--- config.mk ---
export PLATFORM = sky130hd
export DESIGN_NAME = luma_halfpel_six_tap_interp_top
export DESIGN_NICKNAME = d
export VERILOG_FILES = /design/src/rtl/lhp_pkg.sv /design/src/rtl/lhp_col_stage.sv /design/src/rtl/lhp_win_stage.sv /design/src/rtl/luma_halfpel_six_tap_interp_top.sv
export SDC_FILE = /design/constraint.sdc
export NUM_CORES = 1
export LEC_CHECK = 0
export ABC_AREA = 1
export BUFFER_PORTS_ARGS = -buffer_cell sky130_fd_sc_hd__buf_4
export CORE_ASPECT_RATIO = 1.4
export CORE_MARGIN = 5
export CORE_UTILIZATION = 55
export CTS_CLUSTER_SIZE = 28
export DETAILED_ROUTE_END_ITERATION = 7
export GPL_ROUTABILITY_DRIVEN = 0
export PLACE_DENSITY = 0.75
export SLEW_MARGIN = 10
export SYNTH_ARGS = -nofsm -noshare
export SYNTH_HDL_FRONTEND = slang
export SYNTH_SLANG_ARGS = --single-unit
export TNS_END_PERCENT = 100
--- constraint.sdc ---
create_clock -name clk -period 8.65 [get_ports clk]
set_clock_uncertainty 0.15 [all_clocks]
set_input_delay 1.2975 -clock clk [delete_from_list [all_inputs] [get_ports clk]]
set_output_delay 1.2975 -clock clk [all_outputs]
set_load 0.005 [all_outputs]
--- src/rtl/lhp_pkg.sv ---
// Shared types, constants and filter functions for the luma half-pel interpolator.
`timescale 1ns / 1ps

package lhp_pkg;

  localparam int PixW     = 8;
  localparam int ColW     = 15;
  localparam int RowW     = 21;
  localparam int WinDepth = 5;
  localparam int FillW    = 3;

  localparam int ColRound = 16;
  localparam int ColShift = 5;
  localparam int RowRound = 512;
  localparam int RowShift = 10;

  localparam logic [0:0] ModeVert = 1'b0;
  localparam logic [0:0] ModeDiag = 1'b1;

  typedef logic [PixW-1:0]        pix_t;
  typedef logic signed [ColW-1:0] col_t;
  typedef logic signed [RowW-1:0] row_t;
  typedef logic [FillW-1:0]       fill_t;

  typedef struct packed {
    col_t col;
    logic row_start;
    logic row_end;
  } col_item_t;

  typedef struct packed {
    logic  take;
    fill_t fill;
  } win_stat_t;

  function automatic col_t tap_col(pix_t m2, pix_t m1, pix_t c0, pix_t c1, pix_t c2,
                                   pix_t c3);
    col_t a;
    col_t b;
    col_t c;
    a = ColW'(c0) + ColW'(c1);
    b = ColW'(m1) + ColW'(c2);
    c = ColW'(m2) + ColW'(c3);
    return (a <<< 4) + (a <<< 2) - (b <<< 2) - b + c;
  endfunction

  function automatic row_t tap_row(col_t m2, col_t m1, col_t c0, col_t c1, col_t c2,
                                   col_t c3);
    row_t a;
    row_t b;
    row_t c;
    a = RowW'(c0) + RowW'(c1);
    b = RowW'(m1) + RowW'(c2);
    c = RowW'(m2) + RowW'(c3);
    return (a <<< 4) + (a <<< 2) - (b <<< 2) - b + c;
  endfunction

  function automatic pix_t clip_col(col_t v);
    logic signed [ColW:0] t;
    logic [ColW-ColShift-1:0] r;
    t = (ColW+1)'(v) + (ColW+1)'(ColRound);
    r = t[ColW-1:ColShift];
    if (t[ColW]) begin
      return '0;
    end else if (|r[ColW-ColShift-1:PixW]) begin
      return '1;
    end else begin
      return r[PixW-1:0];
    end
  endfunction

  function automatic pix_t clip_row(row_t v);
    logic signed [RowW:0] t;
    logic [RowW-RowShift-1:0] r;
    t = (RowW+1)'(v) + (RowW+1)'(RowRound);
    r = t[RowW-1:RowShift];
    if (t[RowW]) begin
      return '0;
    end else if (|r[RowW-RowShift-1:PixW]) begin
      return '1;
    end else begin
      return r[PixW-1:0];
    end
  endfunction

endpackage

--- src/rtl/lhp_col_stage.sv ---
// Input register and vertical six-tap column sum.
`timescale 1ns / 1ps

module lhp_col_stage (
  input  logic              clk,
  input  logic              rst_n,
  input  logic              in_valid,
  output logic              in_ready,
  input  lhp_pkg::pix_t     in_pix_above2,
  input  lhp_pkg::pix_t     in_pix_above1,
  input  lhp_pkg::pix_t     in_pix_center,
  input  lhp_pkg::pix_t     in_pix_below1,
  input  lhp_pkg::pix_t     in_pix_below2,
  input  lhp_pkg::pix_t     in_pix_below3,
  input  logic              in_row_start,
  input  logic              in_row_end,
  input  logic              take,
  output logic              item_valid,
  output lhp_pkg::col_item_t item
);
  import lhp_pkg::*;

  logic valid_r;
  pix_t p0_r, p1_r, p2_r, p3_r, p4_r, p5_r;
  logic start_r, end_r;
  logic load;

  assign in_ready = !valid_r || take;
  assign load     = in_valid && in_ready;

  always_ff @(posedge clk) begin
    if (!rst_n) begin
      valid_r <= 1'b0;
    end else if (in_ready) begin
      valid_r <= in_valid;
    end
  end

  always_ff @(posedge clk) begin
    if (load) begin
      p0_r    <= in_pix_above2;
      p1_r    <= in_pix_above1;
      p2_r    <= in_pix_center;
      p3_r    <= in_pix_below1;
      p4_r    <= in_pix_below2;
      p5_r    <= in_pix_below3;
      start_r <= in_row_start;
      end_r   <= in_row_end;
    end
  end

  assign item_valid     = valid_r;
  assign item.col       = tap_col(p0_r, p1_r, p2_r, p3_r, p4_r, p5_r);
  assign item.row_start = start_r;
  assign item.row_end   = end_r;

endmodule

--- src/rtl/lhp_win_stage.sv ---
// Column-sum window, horizontal six-tap, rounding and result register.
`timescale 1ns / 1ps

module lhp_win_stage (
  input  logic               clk,
  input  logic               rst_n,
  input  logic               filter_mode,
  input  logic               item_valid,
  input  lhp_pkg::col_item_t item,
  output lhp_pkg::win_stat_t stat,
  output logic               out_valid,
  input  logic               out_ready,
  output lhp_pkg::pix_t      out_sample,
  output logic               out_row_last
);
  import lhp_pkg::*;

  col_t  win_r [WinDepth];
  fill_t fill_r, fill_nxt, fill_eff;
  logic  out_valid_r, out_valid_nxt;
  pix_t  sample_r, sample_nxt;
  logic  last_r;
  logic  take, emit;

  assign take     = item_valid && (!out_valid_r || out_ready);
  assign fill_eff = item.row_start ? '0 : fill_r;
  assign emit     = (filter_mode == ModeVert) || (fill_eff >= FillW'(WinDepth));

  always_comb begin
    fill_nxt = fill_eff;
    if (fill_eff < FillW'(WinDepth)) begin
      fill_nxt = fill_eff + 1'b1;
    end
    if (filter_mode == ModeVert) begin
      sample_nxt = clip_col(item.col);
    end else begin
      sample_nxt = clip_row(tap_row(win_r[0], win_r[1], win_r[2], win_r[3], win_r[4],
                                    item.col));
    end
    out_valid_nxt = out_valid_r && !out_ready;
    if (take) begin
      out_valid_nxt = emit;
    end
  end

  always_ff @(posedge clk) begin
    if (!rst_n) begin
      fill_r      <= '0;
      out_valid_r <= 1'b0;
    end else begin
      out_valid_r <= out_valid_nxt;
      if (take) begin
        fill_r <= fill_nxt;
      end
    end
  end

  always_ff @(posedge clk) begin
    if (take) begin
      for (int i = 0; i < WinDepth - 1; i++) begin
        win_r[i] <= win_r[i+1];
      end
      win_r[WinDepth-1] <= item.col;
      if (emit) begin
        sample_r <= sample_nxt;
        last_r   <= item.row_end;
      end
    end
  end

  assign stat.take    = take;
  assign stat.fill    = fill_r;
  assign out_valid    = out_valid_r;
  assign out_sample   = sample_r;
  assign out_row_last = last_r;

endmodule

--- src/rtl/luma_halfpel_six_tap_interp_top.sv ---
// Top level of the H.264 luma six-tap half-pel interpolator.
// Each input item is one column of six luma pixels, rows -2..+3 around the
// output row, with row start and row end flags. Results leave on the out_
// channel as one clipped 8-bit sample plus a row-last flag.
// cfg_wr_en writes filter_mode: 0 vertical, 1 diagonal (center half-pel).
// Write it only while no item is in flight.
// An accepted item passes the input register and then the result register.
// Throughput: one item per cycle unless the receiver stalls; the column
// sum sits behind the input register and the horizontal tap, rounding
// and clip in front of the result register, so nothing iterates.
// Vertical mode gives one result per item. Diagonal mode gives none for
// the first five columns of a row and one per column after that.
// Reset clears the valid flags, the window fill count and filter_mode.
// A stalled receiver holds the result register; the input register takes
// an item only while it is empty or the next stage can move, so in_ready
// drops one item later.
`timescale 1ns / 1ps

module luma_halfpel_six_tap_interp_top (
  input  logic          clk,
  input  logic          rst_n,
  input  logic          cfg_wr_en,
  input  logic          cfg_wr_data,
  input  logic          in_valid,
  output logic          in_ready,
  input  lhp_pkg::pix_t in_pix_above2,
  input  lhp_pkg::pix_t in_pix_above1,
  input  lhp_pkg::pix_t in_pix_center,
  input  lhp_pkg::pix_t in_pix_below1,
  input  lhp_pkg::pix_t in_pix_below2,
  input  lhp_pkg::pix_t in_pix_below3,
  input  logic          in_row_start,
  input  logic          in_row_end,
  output logic          out_valid,
  input  logic          out_ready,
  output lhp_pkg::pix_t out_sample,
  output logic          out_row_last
);
  import lhp_pkg::*;

  logic      filter_mode_r;
  logic      item_valid;
  col_item_t item;
  win_stat_t stat;

  always_ff @(posedge clk) begin
    if (!rst_n) begin
      filter_mode_r <= ModeVert;
    end else if (cfg_wr_en) begin
      filter_mode_r <= cfg_wr_data;
    end
  end

  lhp_col_stage u_col (
    .clk           (clk),
    .rst_n         (rst_n),
    .in_valid      (in_valid),
    .in_ready      (in_ready),
    .in_pix_above2 (in_pix_above2),
    .in_pix_above1 (in_pix_above1),
    .in_pix_center (in_pix_center),
    .in_pix_below1 (in_pix_below1),
    .in_pix_below2 (in_pix_below2),
    .in_pix_below3 (in_pix_below3),
    .in_row_start  (in_row_start),
    .in_row_end    (in_row_end),
    .take          (stat.take),
    .item_valid    (item_valid),
    .item          (item)
  );

  lhp_win_stage u_win (
    .clk          (clk),
    .rst_n        (rst_n),
    .filter_mode  (filter_mode_r),
    .item_valid   (item_valid),
    .item         (item),
    .stat         (stat),
    .out_valid    (out_valid),
    .out_ready    (out_ready),
    .out_sample   (out_sample),
    .out_row_last (out_row_last)
  );

  a_fill_bound: assert property (@(posedge clk) disable iff (!rst_n)
    stat.fill <= FillW'(WinDepth))
    else $error("window fill count beyond depth");

  a_vert_emits: assert property (@(posedge clk) disable iff (!rst_n)
    (stat.take && filter_mode_r == ModeVert) |=> out_valid)
    else $error("vertical item gave no result");

  a_in_capture: assert property (@(posedge clk) disable iff (!rst_n)
    (in_valid && in_ready) |=> item_valid)
    else $error("accepted item not held in input register");

  a_reset_idle: assert property (@(posedge clk)
    !rst_n |=> (!out_valid && !item_valid && stat.fill == '0))
    else $error("pipeline not idle after reset");

endmodule
==> impl_summary.txt <==
----------------------------------------------------
[Outcome]
  Result of the run ... complete, no violations

[Clock tree]
  Number of CTS-inserted buffers ... 17
  Number of sinks driven by the clock tree ... between 100 and 150
  Clk Tree Root Cell ... sky130_fd_sc_hd__clkbuf_16
  TritonCTS clock tree ... done
  Clk Latency, worst-skew pair ... between 0.4 and 0.5 ns
  Cts hold-fix bufs ... 0
  Longest Clk Path Bufs ... 2
  Clock slew at reported path FFs ... 0.07 ns
  Level count of the clock H-tree ... 4

[Timing]
  Count of endpoints failing setup in the final report ... 0
  Setup repair after global routing missed its margin ... yes
  Maximum frequency from static timing analysis ... 116 MHz
  Final slew viol count ... 0
  Fin worst setup slack ... 0.0332 ns
  Transition time at the pin with the least slew margin ... 0.948 ns
  Worst slew margin ... 36.8%
  Final period demand of the worst path ... between 8 and 9 ns
  Final hold violations ... 0
  Final worst-path cycle share ... 99.6%

[Synth]
  Seq cells post-synth ... 140
  Register area share after synthesis ... 36.8%
  Post-synthesis net count ... 1,413
  Mapped Cells ... 1,163
  Synth unique cells ... 41
  Syn avg cell area ... 9.70 um2
  Most common flop cell mapped by yosys ... sky130_fd_sc_hd__edfxtp_1
  Share of synthesized flip-flops with an asynchronous set or reset ... 0%
  Syn Std Cell Area ... 0.0113 mm2
  Synth Warn # ... 0
  Post-synth EDFFs ... 134

[Layout]
  Most frequent standard cell in the layout excluding fill and tap cells ... sky130_fd_sc_hd__inv_1
  Antenna fix cells ... 0
  Share of final-layout standard cells stronger than drive strength 1 ... 22.5%
  Number of fillers in the final layout ... ~1,500
  Count of placed standard cells in the final layout, fillers left out ... 1,563
  Top library cells by usage in the layout, fill and taps aside ... sky130_fd_sc_hd__inv_1, sky130_fd_sc_hd__nand2_1, sky130_fd_sc_hd__edfxtp_1
  Net total in the final layout ... between 1,500 and 2,000
  Area growth from synthesis to layout ... 20.8%

[GRT]
  Via count of the first global-routing pass ... 8,381
  Global-route wire length before repair ... 37,900 um
  Global-route total usage across every layer ... 20.4%
  Aggregate global routing overflow ... 0
  Pin count of the biggest net entering global routing ... 67
  Antenna violations before repair ... 0

[Floorplanning]
  Height of the die ... ~180 um
  Ports placed on the boundary ... 67
  Area of the core region ... 0.0203 mm2
  Width of the die ... 131 um
  Starting density of the core ... a little under three fifths
  Area of the die ... about 0.024 mm2
  Num rows ... 62

[Job]
  Number of maximum-capacitance violations ... 0

[Routing]
  ANT nets after route ... 0
  Total wire length after detailed routing ... 24,300 um
  Starting DRC count in detailed routing ... 564
  Via Count ... 8,267
  Vias per cell ... 5.29
  DRC errors left ... 0
  First-pass DRT Iterations ... 5
  Wirelength per Cell ... 15.6 um

[Worst setup path]
  Largest stage delay on the critical path ... 0.56 ns
  Critical path launch point type ... flop
  Req. time, crit path ... a little under 9 ns
  Cell family with the largest share of critical-path delay ... adder cells
  Kind of capture point of the worst setup path ... flop
  Buf/Inv on CP ... 5
  Worst Path Class, Setup ... reg2reg
  Highest-delay cell along the critical path ... sky130_fd_sc_hd__fa_1
  Signal arrival time at the worst endpoint ... 8.65 ns
  Crit Path Max Fanout ... 8

[Placed design]
  Place WS ... -0.171 ns
  Final HPWL from detailed placement ... 18,300 um
  Placed Cells ... 1,509
  Port-buffer cells ... 66

[Worst hold path]
  Kind of path behind the tightest hold check ... reg2reg

----------------------------------------------------
## registers in the layout (all words and copies together) (netlist names), 3 cells and up
register	cells
u_win.out_sample	8
u_col.p0_r	8
u_col.p2_r	8
u_win.win_r	75
u_win.fill_r	3
u_col.p1_r	8
u_col.p4_r	8
u_col.p3_r	8
u_col.p5_r	8
## per-stage QoR
step | setup TNS (ns) | util, % | area, um2 | hold WS (ns)
floorplan | 0 | - | 11300 | 0.250
global placement | -0.296 | 60.4 | 12300 | 0.253
detailed placement | -1.16 | 60.4 | 12300 | 0.257
CTS | 0 | 63.7 | 12900 | 0.282
global route | -2.32 | 67.0 | 13600 | 0.285
finish | 0 | 67.0 | 13600 | 0.279
## timing repair
| item | CTS | global route |
|---|---|---|
| pin swaps | 6 | 78 |
| setup endpoints to repair | 8 | 8 |
| setup buffers | 0 | 22 |
| resized for setup | 14 | 117 |
## kinds of logic (layout without fill, tap and decap cells)
group / count (synthesis) / in the layout / synth area share [%]
adder cells (fa/ha/maj): 194 / 194 / 27.7
buffers and inverters: 256 / 400 / 8.59
AO/OA/AOI/OAI: 113 / 113 / 5.70
XOR/XNOR: 65 / 65 / 5.32
AND/OR/NAND/NOR: 395 / 395 / 16.0
flip-flops: 140 / 140 / 36.8
## layout make-up
type / instances / area (um2) / share of cell area (%)
clock buffers: 17 / 425 / 3.12
clock inverters: 15 / 174 / 1.28
inverters: 255 / 960 / 7.04
multi-input cells: 767 / 6730 / 49.4
flip-flops and latches: 140 / 4140 / 30.4
well taps: 256 / 320 / 2.35
repair buffers: 113 / 868 / 6.37
## per-layer routing
layer  vias to the layer above  global-route usage [%]  wire length, um  part of all wire (%)
li1                       4002                       -                -                     -
met1                      3974                    22.7             9130                    38
met2                       218                    37.9            13500                    56
met3                        73                    2.76              794                   3.3
met4                         0                    8.11              900                   3.7
met5                         -                       0                0                     0
## path summary, 6_finish.rpt
path                 start                   to  slack [ns]  cells past startpoint
max reg2reg  u_col.p0_r[2]  u_win.out_sample[2]        0.03                     44
min            u_col.end_r   u_win.out_row_last        0.28                      0
min reg2reg    u_col.end_r   u_win.out_row_last        0.28                      0
max          u_col.p0_r[2]  u_win.out_sample[2]        0.03                     44
## synth_stat cells, types with 7 or more instances
cell | number | area, um2
sky130_fd_sc_hd__nand2_2 | 11 | 68.8
sky130_fd_sc_hd__edfxtp_1 | 134 | 4020
sky130_fd_sc_hd__fa_1 | 92 | 1840
sky130_fd_sc_hd__xor2_1 | 42 | 368
sky130_fd_sc_hd__nand4_1 | 18 | 113
sky130_fd_sc_hd__ha_1 | 102 | 1280
sky130_fd_sc_hd__nand2_1 | 216 | 811
sky130_fd_sc_hd__a21oi_1 | 57 | 285
sky130_fd_sc_hd__xnor2_1 | 19 | 166
sky130_fd_sc_hd__o21bai_1 | 10 | 75.1
sky130_fd_sc_hd__o21ai_1 | 9 | 45.0
sky130_fd_sc_hd__nor2_1 | 63 | 236
sky130_fd_sc_hd__inv_1 | 254 | 953
sky130_fd_sc_hd__nand3_2 | 7 | 70.1
sky130_fd_sc_hd__o21ai_0 | 18 | 90.1
sky130_fd_sc_hd__nand3_1 | 46 | 230
Power is left out: the tool's default activity adds up to more than one toggle a clock period on the data nets, which glitch-free logic cannot reach.
